### src/hdl/assert_macros.svh
// Assertion macros shared by the RTL files.
`ifndef ASSERT_MACROS_SVH
`define ASSERT_MACROS_SVH

// Check that a property holds at every rising edge out of reset.
`define ASSERT_PROP(label, clk, rst_n, prop, msg) \
    label: assert property (@(posedge clk) disable iff (!rst_n) prop) else $error(msg);

// Check that a condition never holds.
`define ASSERT_NEVER(label, clk, rst_n, cond, msg) \
    `ASSERT_PROP(label, clk, rst_n, !(cond), msg)

`endif

### src/hdl/cbp_pkg.sv
// Shared types, codes and tactic tables of the cache budget partitioner.
`default_nettype none

package cbp_pkg;

    typedef enum logic [2:0] {
        OP_ADD      = 3'd0,
        OP_REMOVE   = 3'd1,
        OP_ACTIVITY = 3'd2,
        OP_STATS    = 3'd3,
        OP_REVISE   = 3'd4
    } t_op;

    typedef enum logic [2:0] {
        TAC_EVEN      = 3'd0,
        TAC_CUR_HEAD  = 3'd1,
        TAC_CUR       = 3'd2,
        TAC_LIVE_HEAD = 3'd3,
        TAC_LIVE      = 3'd4
    } t_tactic;

    localparam logic [1:0] CFG_LIMIT     = 2'd0;
    localparam logic [1:0] CFG_THRESHOLD = 2'd1;
    localparam logic [1:0] CFG_LOW_END   = 2'd2;
    localparam logic [1:0] CFG_DEAD_CAP  = 2'd3;

    localparam logic [2:0] LAST_STEP = 3'd4;

    localparam int CAP_W = 48;
    localparam int DL_W  = 47;
    localparam int BYTES_W = 40;
    localparam int TIME_W  = 32;

    typedef struct packed {
        logic              active;
        logic [TIME_W-1:0] last;
    } t_meta;

    typedef struct packed {
        logic [BYTES_W-1:0] live;
        logic [BYTES_W-1:0] dead;
    } t_bytes;

    function automatic t_tactic active_plan(input logic [2:0] step);
        t_tactic tac;
        unique case (step)
            3'd0:    tac = TAC_CUR_HEAD;
            3'd1:    tac = TAC_CUR_HEAD;
            3'd2:    tac = TAC_LIVE_HEAD;
            3'd3:    tac = TAC_LIVE;
            default: tac = TAC_EVEN;
        endcase
        return tac;
    endfunction

    function automatic t_tactic inactive_plan(input logic [2:0] step);
        t_tactic tac;
        unique case (step)
            3'd0:    tac = TAC_CUR;
            3'd1:    tac = TAC_LIVE;
            default: tac = TAC_EVEN;
        endcase
        return tac;
    endfunction

endpackage

`default_nettype wire

### src/hdl/cache_budget_partitioner_core.sv
// Top level of the cache budget partitioner: command decode, sequencer, grant datapath.
// Usage:
//   Commands are accepted when i_start is high and o_busy is low. Add, remove,
//   activity and stats take effect in the accepting cycle and leave o_busy low.
//   Revise raises o_busy and runs: a scan of all slots that ages idle slots
//   and sums byte counts, a tactic search that stops at the first tactic that
//   fits or at the last step, three divisions on the shared bit-serial divider,
//   and an emit pass over all slots twice.
//   Grants appear one per cycle at most, each for exactly one cycle with
//   o_strobe high; o_last_grant marks the final one. The receiver cannot stall.
//   A revise with no valid slot gives no grant.
//   Configuration writes use i_cfg_valid / o_cfg_ready (always ready) and must
//   be made only while the block is idle; the block does not enforce this.
//   Reset (synchronous, active low) clears all slot valid bits and loads the
//   default register values; the slot memories need no clearing pass.
`default_nettype none

module cache_budget_partitioner_core #(
    parameter int MAX_CLIENTS = 16
) (
    input  wire logic        i_clk,
    input  wire logic        i_rst_n,
    input  wire logic        i_start,
    output logic             o_busy,
    input  wire logic [2:0]  i_operation,
    input  wire logic [3:0]  i_client_id,
    input  wire logic [39:0] i_live_bytes_in,
    input  wire logic [39:0] i_dead_bytes_in,
    input  wire logic [31:0] i_now,
    input  wire logic        i_cfg_valid,
    output logic             o_cfg_ready,
    input  wire logic [1:0]  i_cfg_index,
    input  wire logic [47:0] i_cfg_data,
    output logic             o_strobe,
    output logic [3:0]       o_grant_client,
    output logic [47:0]      o_granted_capacity,
    output logic [46:0]      o_dead_capacity_limit,
    output logic             o_grant_was_active,
    output logic             o_last_grant
);

    localparam int IDX_W = (MAX_CLIENTS > 1) ? $clog2(MAX_CLIENTS) : 1;
    localparam int CNT_W = $clog2(MAX_CLIENTS + 2);
    localparam int SUM_W = cbp_pkg::BYTES_W + $clog2(MAX_CLIENTS + 1);
    localparam int RES_W = SUM_W + 2;
    localparam int CMP_W = (RES_W + 1 > cbp_pkg::CAP_W) ? RES_W + 1 : cbp_pkg::CAP_W;
    localparam int CS_W  = ((RES_W > cbp_pkg::CAP_W) ? RES_W : cbp_pkg::CAP_W) + 1;
    localparam logic [IDX_W-1:0] LAST_IDX = IDX_W'(MAX_CLIENTS - 1);

    typedef enum logic [3:0] {
        S_IDLE, S_SCAN, S_SCAN_DRAIN, S_TAC_CALC, S_TAC_CMP,
        S_DIV_I, S_DIV_A, S_DIV_E, S_EMIT, S_EMIT_DRAIN
    } t_state;

    function automatic logic [RES_W-1:0] reserve(input cbp_pkg::t_tactic tac,
                                                 input logic [SUM_W-1:0] l,
                                                 input logic [SUM_W-1:0] d);
        logic [SUM_W:0]   base;
        logic [SUM_W+2:0] tri3;
        logic [RES_W-1:0] res;
        if (tac == cbp_pkg::TAC_CUR_HEAD || tac == cbp_pkg::TAC_CUR) begin
            base = {1'b0, l} + {1'b0, d};
        end else begin
            base = {1'b0, l};
        end
        tri3 = {2'b00, base} + {1'b0, base, 1'b0};
        case (tac)
            cbp_pkg::TAC_CUR_HEAD, cbp_pkg::TAC_LIVE_HEAD: res = tri3[SUM_W+2:1];
            cbp_pkg::TAC_CUR, cbp_pkg::TAC_LIVE:           res = {1'b0, base};
            default:                                       res = '0;
        endcase
        return res;
    endfunction

    t_state r_state;

    // configuration
    logic [47:0] r_limit;
    logic [31:0] r_thr;
    logic        r_low;
    logic [39:0] r_dcl;

    logic [MAX_CLIENTS-1:0] r_valid;

    logic            accept;
    cbp_pkg::t_op    op;
    logic            in_range;
    logic [IDX_W-1:0] id_a;
    logic            id_valid;

    // sequencer
    logic [IDX_W-1:0] r_idx;
    logic             r_ph;
    logic [2:0]       r_step;
    logic [31:0]      r_now;
    logic [CNT_W-1:0] r_k;

    // read pipeline
    logic             r_rd_v;
    logic             r_rd_emit;
    logic             r_rd_ph;
    logic [IDX_W-1:0] r_rd_idx;
    cbp_pkg::t_meta   rd_meta;
    cbp_pkg::t_bytes  rd_bytes;

    // scan stage
    logic        sc_hit;
    logic [31:0] idle;
    logic        went_idle;
    logic        r_p1_v;
    logic        r_p1_act;
    logic [39:0] r_p1_live;
    logic [39:0] r_p1_dead;
    logic [SUM_W-1:0] r_al, r_ad, r_il, r_id;
    logic [CNT_W-1:0] r_na, r_ni;

    // tactic and shares
    logic [RES_W-1:0] r_a_size, r_i_size;
    cbp_pkg::t_tactic r_tac_a, r_tac_i;
    logic [CMP_W-1:0] need;
    logic             fits;
    logic [47:0]      total_next;
    logic [47:0]      r_total;
    logic [47:0]      r_iex;
    logic [47:0]      iex_next;
    logic [47:0]      r_each_a, r_each_i;

    // divider
    logic             r_div_start;
    logic [47:0]      r_div_n;
    logic [CNT_W-1:0] r_div_d;
    logic             div_done;
    logic [47:0]      div_q;

    // emit stages
    logic             em_hit;
    logic             r_e1_v, r_e1_ph;
    logic [IDX_W-1:0] r_e1_idx;
    logic [RES_W-1:0] r_e1_res;
    logic             r_e2_v, r_e2_ph;
    logic [IDX_W-1:0] r_e2_idx;
    logic [47:0]      r_e2_cap;
    logic [CS_W-1:0]  cap_sum;
    logic [46:0]      dl_half;

    // memory ports
    logic            meta_we, bytes_we;
    logic [IDX_W-1:0] meta_waddr;
    cbp_pkg::t_meta  meta_wdata;
    cbp_pkg::t_bytes bytes_wdata;

    assign o_busy      = (r_state != S_IDLE);
    assign o_cfg_ready = 1'b1;
    assign accept      = i_start && !o_busy;
    assign op          = cbp_pkg::t_op'(i_operation);
    assign in_range    = 32'(i_client_id) < MAX_CLIENTS;
    assign id_a        = IDX_W'(i_client_id);
    assign id_valid    = in_range && r_valid[id_a];

    // scan: age the slot just read
    assign sc_hit    = r_rd_v && !r_rd_emit && r_valid[r_rd_idx];
    assign idle      = r_now - rd_meta.last;
    assign went_idle = rd_meta.active && (idle >= r_thr);

    // memory write steering
    always_comb begin
        meta_we     = 1'b0;
        meta_waddr  = id_a;
        meta_wdata  = '{active: 1'b1, last: i_now};
        bytes_we    = 1'b0;
        bytes_wdata = '{live: i_live_bytes_in, dead: i_dead_bytes_in};
        if (accept && in_range) begin
            case (op)
                cbp_pkg::OP_ADD: begin
                    meta_we     = 1'b1;
                    bytes_we    = 1'b1;
                    bytes_wdata = '0;
                end
                cbp_pkg::OP_ACTIVITY: meta_we  = id_valid;
                cbp_pkg::OP_STATS:    bytes_we = id_valid;
                default: ;
            endcase
        end
        if (sc_hit && went_idle) begin
            meta_we    = 1'b1;
            meta_waddr = r_rd_idx;
            meta_wdata = '{active: 1'b0, last: rd_meta.last};
        end
    end

    cbp_slot_mem #(
        .DEPTH (MAX_CLIENTS),
        .AW    (IDX_W)
    ) u_mem (
        .i_clk         (i_clk),
        .i_meta_we     (meta_we),
        .i_meta_waddr  (meta_waddr),
        .i_meta_wdata  (meta_wdata),
        .i_bytes_we    (bytes_we),
        .i_bytes_waddr (id_a),
        .i_bytes_wdata (bytes_wdata),
        .i_raddr       (r_idx),
        .o_meta_rdata  (rd_meta),
        .o_bytes_rdata (rd_bytes)
    );

    cbp_divider #(
        .NUM_W (48),
        .DEN_W (CNT_W)
    ) u_div (
        .i_clk      (i_clk),
        .i_rst_n    (i_rst_n),
        .i_start    (r_div_start),
        .i_dividend (r_div_n),
        .i_divisor  (r_div_d),
        .o_done     (div_done),
        .o_quotient (div_q)
    );

    assign need       = CMP_W'(r_a_size) + CMP_W'(r_i_size);
    assign fits       = need <= CMP_W'(r_limit);
    assign total_next = 48'(CMP_W'(r_limit) - need);
    assign iex_next   = (r_ni != '0) ? div_q : '0;

    assign em_hit  = r_rd_v && r_rd_emit && r_valid[r_rd_idx] && (rd_meta.active == !r_rd_ph);
    assign cap_sum = CS_W'(r_e1_ph ? r_each_i : r_each_a) + CS_W'(r_e1_res);
    assign dl_half = r_e2_cap[47:1];

    // slot valid bits and configuration
    always_ff @(posedge i_clk) begin
        if (!i_rst_n) begin
            r_valid <= '0;
            r_limit <= 48'd8388608;
            r_thr   <= 32'd300;
            r_low   <= 1'b0;
            r_dcl   <= 40'd524288;
        end else begin
            if (accept && in_range) begin
                if (op == cbp_pkg::OP_ADD) begin
                    r_valid[id_a] <= 1'b1;
                end else if (op == cbp_pkg::OP_REMOVE) begin
                    r_valid[id_a] <= 1'b0;
                end
            end
            if (i_cfg_valid && o_cfg_ready) begin
                unique case (i_cfg_index)
                    cbp_pkg::CFG_LIMIT:     r_limit <= i_cfg_data;
                    cbp_pkg::CFG_THRESHOLD: r_thr   <= i_cfg_data[31:0];
                    cbp_pkg::CFG_LOW_END:   r_low   <= i_cfg_data[0];
                    cbp_pkg::CFG_DEAD_CAP:  r_dcl   <= i_cfg_data[39:0];
                    default: ;
                endcase
            end
        end
    end

    // datapath stages
    always_ff @(posedge i_clk) begin
        if (!i_rst_n) begin
            r_p1_v <= 1'b0;
            r_e1_v <= 1'b0;
            r_e2_v <= 1'b0;
        end else begin
            r_p1_v    <= sc_hit;
            r_p1_act  <= rd_meta.active && !went_idle;
            r_p1_live <= rd_bytes.live;
            r_p1_dead <= rd_bytes.dead;

            if (accept && op == cbp_pkg::OP_REVISE) begin
                r_al <= '0;
                r_ad <= '0;
                r_il <= '0;
                r_id <= '0;
                r_na <= '0;
                r_ni <= '0;
            end else if (r_p1_v) begin
                if (r_p1_act) begin
                    r_al <= r_al + SUM_W'(r_p1_live);
                    r_ad <= r_ad + SUM_W'(r_p1_dead);
                    r_na <= r_na + 1'b1;
                end else begin
                    r_il <= r_il + SUM_W'(r_p1_live);
                    r_id <= r_id + SUM_W'(r_p1_dead);
                    r_ni <= r_ni + 1'b1;
                end
            end

            r_e1_v   <= em_hit;
            r_e1_ph  <= r_rd_ph;
            r_e1_idx <= r_rd_idx;
            r_e1_res <= reserve(r_rd_ph ? r_tac_i : r_tac_a,
                                SUM_W'(rd_bytes.live), SUM_W'(rd_bytes.dead));

            r_e2_v   <= r_e1_v;
            r_e2_ph  <= r_e1_ph;
            r_e2_idx <= r_e1_idx;
            // saturate the capacity
            r_e2_cap <= (cap_sum[CS_W-1:48] != '0) ? '1 : cap_sum[47:0];
        end
    end

    // sequencer and output registers
    always_ff @(posedge i_clk) begin
        if (!i_rst_n) begin
            r_state     <= S_IDLE;
            r_rd_v      <= 1'b0;
            r_div_start <= 1'b0;
            o_strobe    <= 1'b0;
        end else begin
            r_rd_v      <= (r_state == S_SCAN) || (r_state == S_EMIT);
            r_rd_emit   <= (r_state == S_EMIT);
            r_rd_ph     <= r_ph;
            r_rd_idx    <= r_idx;
            // launch a division on tactic choice and after the first and second finish
            r_div_start <= ((r_state == S_TAC_CMP) && (fits || r_step == cbp_pkg::LAST_STEP))
                        || (((r_state == S_DIV_I) || (r_state == S_DIV_A)) && div_done);

            o_strobe              <= r_e2_v;
            o_grant_client        <= 4'(r_e2_idx);
            o_granted_capacity    <= r_e2_cap;
            o_dead_capacity_limit <= (r_low && dl_half > 47'(r_dcl)) ? 47'(r_dcl) : dl_half;
            o_grant_was_active    <= !r_e2_ph;
            o_last_grant          <= CNT_W'(r_k + 1'b1) == CNT_W'(r_na + r_ni);
            if (r_e2_v) begin
                r_k <= r_k + 1'b1;
            end

            unique case (r_state)
                S_IDLE: begin
                    if (accept && op == cbp_pkg::OP_REVISE) begin
                        r_idx   <= '0;
                        r_now   <= i_now;
                        r_state <= S_SCAN;
                    end
                end
                S_SCAN: begin
                    if (r_idx == LAST_IDX) begin
                        r_state <= S_SCAN_DRAIN;
                    end else begin
                        r_idx <= r_idx + 1'b1;
                    end
                end
                S_SCAN_DRAIN: begin
                    if (!r_rd_v && !r_p1_v) begin
                        r_step  <= '0;
                        r_state <= S_TAC_CALC;
                    end
                end
                S_TAC_CALC: begin
                    r_tac_a  <= cbp_pkg::active_plan(r_step);
                    r_tac_i  <= cbp_pkg::inactive_plan(r_step);
                    r_a_size <= reserve(cbp_pkg::active_plan(r_step), r_al, r_ad);
                    r_i_size <= reserve(cbp_pkg::inactive_plan(r_step), r_il, r_id);
                    r_state  <= S_TAC_CMP;
                end
                S_TAC_CMP: begin
                    if (fits || r_step == cbp_pkg::LAST_STEP) begin
                        r_total     <= total_next;
                        r_div_n     <= total_next;
                        r_div_d     <= CNT_W'(r_na + 1'b1);
                        r_state     <= S_DIV_I;
                    end else begin
                        r_step  <= r_step + 1'b1;
                        r_state <= S_TAC_CALC;
                    end
                end
                S_DIV_I: begin
                    if (div_done) begin
                        r_iex       <= iex_next;
                        r_div_n     <= r_total - iex_next;
                        r_div_d     <= r_na;
                        r_state     <= S_DIV_A;
                    end
                end
                S_DIV_A: begin
                    if (div_done) begin
                        r_each_a    <= div_q;
                        r_div_n     <= r_iex;
                        r_div_d     <= r_ni;
                        r_state     <= S_DIV_E;
                    end
                end
                S_DIV_E: begin
                    if (div_done) begin
                        r_each_i <= div_q;
                        r_idx    <= '0;
                        r_ph     <= 1'b0;
                        r_k      <= '0;
                        r_state  <= S_EMIT;
                    end
                end
                S_EMIT: begin
                    if (r_idx == LAST_IDX) begin
                        r_idx <= '0;
                        if (r_ph) begin
                            r_state <= S_EMIT_DRAIN;
                        end else begin
                            r_ph <= 1'b1;
                        end
                    end else begin
                        r_idx <= r_idx + 1'b1;
                    end
                end
                S_EMIT_DRAIN: begin
                    if (!r_rd_v && !r_e1_v && !r_e2_v) begin
                        r_state <= S_IDLE;
                    end
                end
                default: r_state <= S_IDLE;
            endcase
        end
    end

    `include "assert_macros.svh"

    `ASSERT_PROP(a_strobe_busy, i_clk, i_rst_n, o_strobe |-> o_busy, "grant while idle")
    `ASSERT_PROP(a_pipe_busy, i_clk, i_rst_n, (r_rd_v || r_e1_v || r_e2_v) |-> o_busy, "pipeline live while idle")
    `ASSERT_PROP(a_last_ends, i_clk, i_rst_n, (o_strobe && o_last_grant) |=> !o_strobe, "grant after last")

endmodule

`default_nettype wire

### src/hdl/cbp_slot_mem.sv
// Slot table: timing memory and byte count memory, one shared read address.
`default_nettype none

module cbp_slot_mem #(
    parameter int DEPTH = 16,
    parameter int AW    = 4
) (
    input  wire logic            i_clk,
    input  wire logic            i_meta_we,
    input  wire logic [AW-1:0]   i_meta_waddr,
    input  wire cbp_pkg::t_meta  i_meta_wdata,
    input  wire logic            i_bytes_we,
    input  wire logic [AW-1:0]   i_bytes_waddr,
    input  wire cbp_pkg::t_bytes i_bytes_wdata,
    input  wire logic [AW-1:0]   i_raddr,
    output cbp_pkg::t_meta       o_meta_rdata,
    output cbp_pkg::t_bytes      o_bytes_rdata
);

    cbp_pkg::t_meta  r_meta_mem  [DEPTH];
    cbp_pkg::t_bytes r_bytes_mem [DEPTH];

    always_ff @(posedge i_clk) begin
        if (i_meta_we) begin
            r_meta_mem[i_meta_waddr] <= i_meta_wdata;
        end
        o_meta_rdata <= r_meta_mem[i_raddr];
    end

    always_ff @(posedge i_clk) begin
        if (i_bytes_we) begin
            r_bytes_mem[i_bytes_waddr] <= i_bytes_wdata;
        end
        o_bytes_rdata <= r_bytes_mem[i_raddr];
    end

endmodule

`default_nettype wire

### src/hdl/cbp_divider.sv
// Restoring radix-2 divider, one quotient bit per cycle.
`default_nettype none

module cbp_divider #(
    parameter int NUM_W = 48,
    parameter int DEN_W = 5
) (
    input  wire logic             i_clk,
    input  wire logic             i_rst_n,
    input  wire logic             i_start,
    input  wire logic [NUM_W-1:0] i_dividend,
    input  wire logic [DEN_W-1:0] i_divisor,
    output logic                  o_done,
    output logic [NUM_W-1:0]      o_quotient
);

    localparam int CW = $clog2(NUM_W + 1);

    logic            r_run;
    logic [CW-1:0]   r_cnt;
    logic [DEN_W-1:0] r_rem;
    logic [DEN_W-1:0] r_den;
    logic [DEN_W:0]  trial;
    logic            fits;

    assign trial = {r_rem, o_quotient[NUM_W-1]};
    assign fits  = trial >= {1'b0, r_den};

    always_ff @(posedge i_clk) begin
        if (!i_rst_n) begin
            r_run  <= 1'b0;
            o_done <= 1'b0;
        end else begin
            o_done <= !i_start && r_run && (r_cnt == CW'(NUM_W - 1));
            if (i_start) begin
                r_run      <= 1'b1;
                r_cnt      <= '0;
                r_rem      <= '0;
                r_den      <= i_divisor;
                o_quotient <= i_dividend;
            end else if (r_run) begin
                r_rem      <= fits ? DEN_W'(trial - {1'b0, r_den}) : DEN_W'(trial);
                o_quotient <= {o_quotient[NUM_W-2:0], fits};
                if (r_cnt == CW'(NUM_W - 1)) begin
                    r_run  <= 1'b0;
                end else begin
                    r_cnt <= r_cnt + 1'b1;
                end
            end
        end
    end

    `include "assert_macros.svh"

    `ASSERT_PROP(a_done_ends_run, i_clk, i_rst_n, o_done |-> !r_run, "done while running")
    `ASSERT_PROP(a_run_after_start, i_clk, i_rst_n, i_start |=> r_run, "start did not run")
    `ASSERT_PROP(a_done_single, i_clk, i_rst_n, o_done |=> !o_done, "done held two cycles")

endmodule

`default_nettype wire
### config.mk
export PLATFORM = sky130hd
export DESIGN_NAME = cache_budget_partitioner_core
export DESIGN_NICKNAME = d
export VERILOG_FILES = /design/src/hdl/cbp_pkg.sv /design/src/hdl/cache_budget_partitioner_core.sv /design/src/hdl/cbp_slot_mem.sv /design/src/hdl/cbp_divider.sv
export VERILOG_INCLUDE_DIRS = /design/src /design/src/hdl
export SDC_FILE = /design/constraint.sdc
export NUM_CORES = 2
export LEC_CHECK = 0
export BUFFER_PORTS_ARGS = -buffer_cell sky130_fd_sc_hd__buf_2
export CAP_MARGIN = 10
export CORE_AREA = 5 5 499 501
export DETAILED_ROUTE_END_ITERATION = 16
export DIE_AREA = 0 0 504 506
export PLACE_DENSITY = 0.76
export SYNTH_ARGS = -nofsm -noshare
export SYNTH_HDL_FRONTEND = slang
export SYNTH_SLANG_ARGS = --single-unit
export TNS_END_PERCENT = 10
### constraint.sdc
create_clock -name i_clk -period 13.75 [get_ports i_clk]
set_clock_uncertainty 0.1 [all_clocks]
set_input_delay 2.75 -clock i_clk [delete_from_list [all_inputs] [get_ports i_clk]]
set_output_delay 2.75 -clock i_clk [all_outputs]
set_load 0.02 [all_outputs]
==> flow_summary.ini <==
[power_and_ir_drop]
p_int_mw = 18.3
p_comb_share_pct = 27.7
p_sw_share_pct = 31.9
power.density_nw_per_um2 = 167
leakagePower_nw = 59.0
p_total_mw = 26.8
seq_power_share_pct = 41.1
clkPwrFrac_pct = 31.2
ir_drop_mv = 0.179
power.switching_mw = 8.55

[detailed_routing]
wl_per_cell_microns = 27.6
drtIter0Drc = 10400
drc = 0
routed_wl_mm = 412
detail-route-antenna-nets = 0
firstDrtPassIters = 8
routed_via_density = 6.55
vias = 97500

[critical_path]
cp-start-kind = flop
r2r_cells = 23
worstSetupStartpoint = r_now[1]
regToRegSetupSlack_ns = 6.24
critPathKind = reg2reg
crit_required_ns = 14.24
r2r-end = u_mem.r_meta_mem[6][32]
cp-endpoint = u_mem.r_meta_mem[6][32]
cp.arrival_ns = 8.00
path_max_fanout = 39
r2r_start = r_now[1]
endpoint_kind = flop

[finish]
finalNonFillerCells = 14900
nNetsFinal = 12300
multiInputGateArea_sq_um = 55500
fill_cells = 17200
area_growth_pct = 10.5
drive_gt1_share_pct = 12.8
seq_area_sq_um = 87500
design_area_sq_um = 161000
fin_util_pct = 65.8

[grt]
track_usage_pct = 31.4
grt.met3_usage_pct = 6.35
grt_max_degree = 147
grt_overflow = 0
grt_util_met1_pct = 41.7
grt_pass1_wl_mm = 607
grt_pass1_vias = 95600
antenna_found_initial = 40
top_usage_layer = met2
grtUsageMet2_pct = 51.1

[synthesis]
syn-cell-area_sq_um = 145000
ys_async_sr_fraction_pct = 0
yosys.area.top_type = edfxtp_1
yosysWarnings = 0
synth_nets = 12000
synth_edf_count = 2738
synth_cells = 11200
synthFlopType = edfxtp_1
synth.most_common_cell = edfxtp_1
synth_seq_area_share_pct = 60.1
syn_avg_cell_area_sq_um = 13.0
synth_cell_types = 105
synth.area.top_cells = edfxtp_1 57%, ha_1 5.9%, mux4_2 3.7%
synth_top_area_share_pct = 56.5
synth_common_cells = 2738 x edfxtp_1, 891 x nand2_1, 818 x a21oi_1, 696 x o21ai_0, 683 x ha_1
ys_ff_latch = 3000

[hold_path]
worstHoldStart = r_div_d[1]
min_path_type = reg2reg

[clocking]
clk_path_buf_depth = 4
clockRootBuffer = clkbuf_16
postCtsSetupRepairBufs = 0
clock_latency_ns = 0.98
cts_tree = done
clock_sinks = 3000
clkTransAtPathRegs_ns = 0.06
cts_made_buffers = 321
hold_buffers = 0
cts_resized = 0
htreeDepth = 5

[sta]
min_period_over_period_pct = 54.6
max_freq_mhz = 133
whs_ns = 0.318
setup_viol = 0
slew_violations = 0
worstMarginPinSlew_ns = 1.27
finalHoldViolations = 0
setup_ws_ns = 6.24
fin_setup_tns_ns = 0
rsz0062_at_grt = false
min_period_ns = 7.51
relSlewSlack_pct = 15.0

[placed_design]
portBuffers = 275
hpwlAfterDp_mm = 276
dpl.cell_count = 14300
gp_congestion = 0.951
dpl-instance-area_sq_um = 151000
dp_slack_ns = 6.36

[outcome]
status = complete, no violations

[run]
max_cap_viol_count = 0

[floorplanning]
fp.dieH_microns = 506
die_w_microns = 504
rows = 182
ios = 277
start_util_pct = 59.5
die_area_sq_um = 255000
design.core.area_sq_um = 244000
==> layout make-up <==
| type | count | share of cell area (%) |
|---|---|---|
| Multi-Input combinational cell | 7360 | 34.5 |
| Antenna cell | 9 | 0.0140 |
| Clock buffer | 408 | 5.31 |
| Clock inverter | 145 | 0.874 |
| Inverter | 343 | 0.802 |
| Tap cell | 3220 | 2.51 |
| Sequential cell | 3000 | 54.4 |
| Timing Repair Buffer | 413 | 1.56 |
==> power by group through the flow <==
| stage | clock (mW) | sequential [mW] | combinational, mW |
|---|---|---|---|
| after global placement | 0 | 11.2 | 7.13 |
| after floorplan | 0 | 10.9 | 5.23 |
| after global routing | 8.84 | 11.0 | 8.08 |
| after CTS | 8.44 | 11.0 | 7.34 |
| after detailed placement | 0 | 11.2 | 7.28 |
| final | 8.36 | 11.0 | 7.43 |
==> layout by cell type (no fill, tap or decap), drive strengths merged, types with 354 or more instances in the layout <==
master / instances
edfxtp: 2738
nand2: 891
a21oi: 823
o21ai: 720
ha: 683
nor2: 549
buf: 413
clkbuf: 408
mux2i: 386
a21o: 373
inv: 354
==> critical path: stages, from the launching register on <==
cell	delay (ns)
edfxtp_1	0.43
ha_1	0.31
nor2b_1	0.13
o21ai_0	0.29
a21boi_0	0.22
o21ai_0	0.47
o22ai_1	0.25
nor2b_1	0.23
o21ai_0	0.12
xor2_1	0.23
ha_1	0.28
a21o_1	0.16
a21o_1	0.18
a21o_1	0.18
a21o_1	0.17
a21o_1	0.17
a21o_1	0.17
a21oi_1	0.13
o21a_1	0.19
o211ai_1	0.16
nand2_4	0.40
buf_4	0.76
mux2i_4	0.90
buf_4	0.47
==> routing by layer <==
layer	vias up	routed length (microns)
met4	14	19200
li1	43300	-
met3	893	38500
met1	48400	158000
met5	-	85
met2	4945	196000
==> flip-flops by register name, summed over array words and instances, names as in the netlist, 46 cells and up, named ones only <==
| name | cells |
|---|---|
| u_mem.o_bytes_rdata | 80 |
| u_mem.r_bytes_mem | 1280 |
| r_iex | 48 |
| r_i_size | 46 |
| r_a_size | 47 |
| u_div.o_quotient | 48 |
| r_each_i | 48 |
| r_each_a | 48 |
| r_total | 48 |
| r_limit | 48 |
| o_dead_capacity_limit | 47 |
| u_mem.r_meta_mem | 528 |
| r_div_n | 48 |
| o_granted_capacity | 48 |
| r_e2_cap | 48 |
==> worst min path at each step <==
stage                     cells after the start           endpoint  slack [ns]
after global routing                          0     u_div.r_den[1]        0.33
after detailed placement                      0     u_div.r_den[1]        0.30
after floorplan                               0  o_grant_client[0]        0.30
after global placement                        0     u_div.r_den[0]        0.30
after CTS                                     0     u_div.r_den[1]        0.32
final                                         0     u_div.r_den[1]        0.32
==> cell families after synthesis <==
logic type               synth area share, %
XOR/XNOR                                3.17
adder cells (fa/ha/maj)                 6.09
flip-flops                              60.1
AO/OA/AOI/OAI                           12.4
AND/OR/NAND/NOR                         7.64
multiplexers                            8.45
other                                0.00258
buffers and inverters                   2.08
Power figures use the tool's default switching activity.
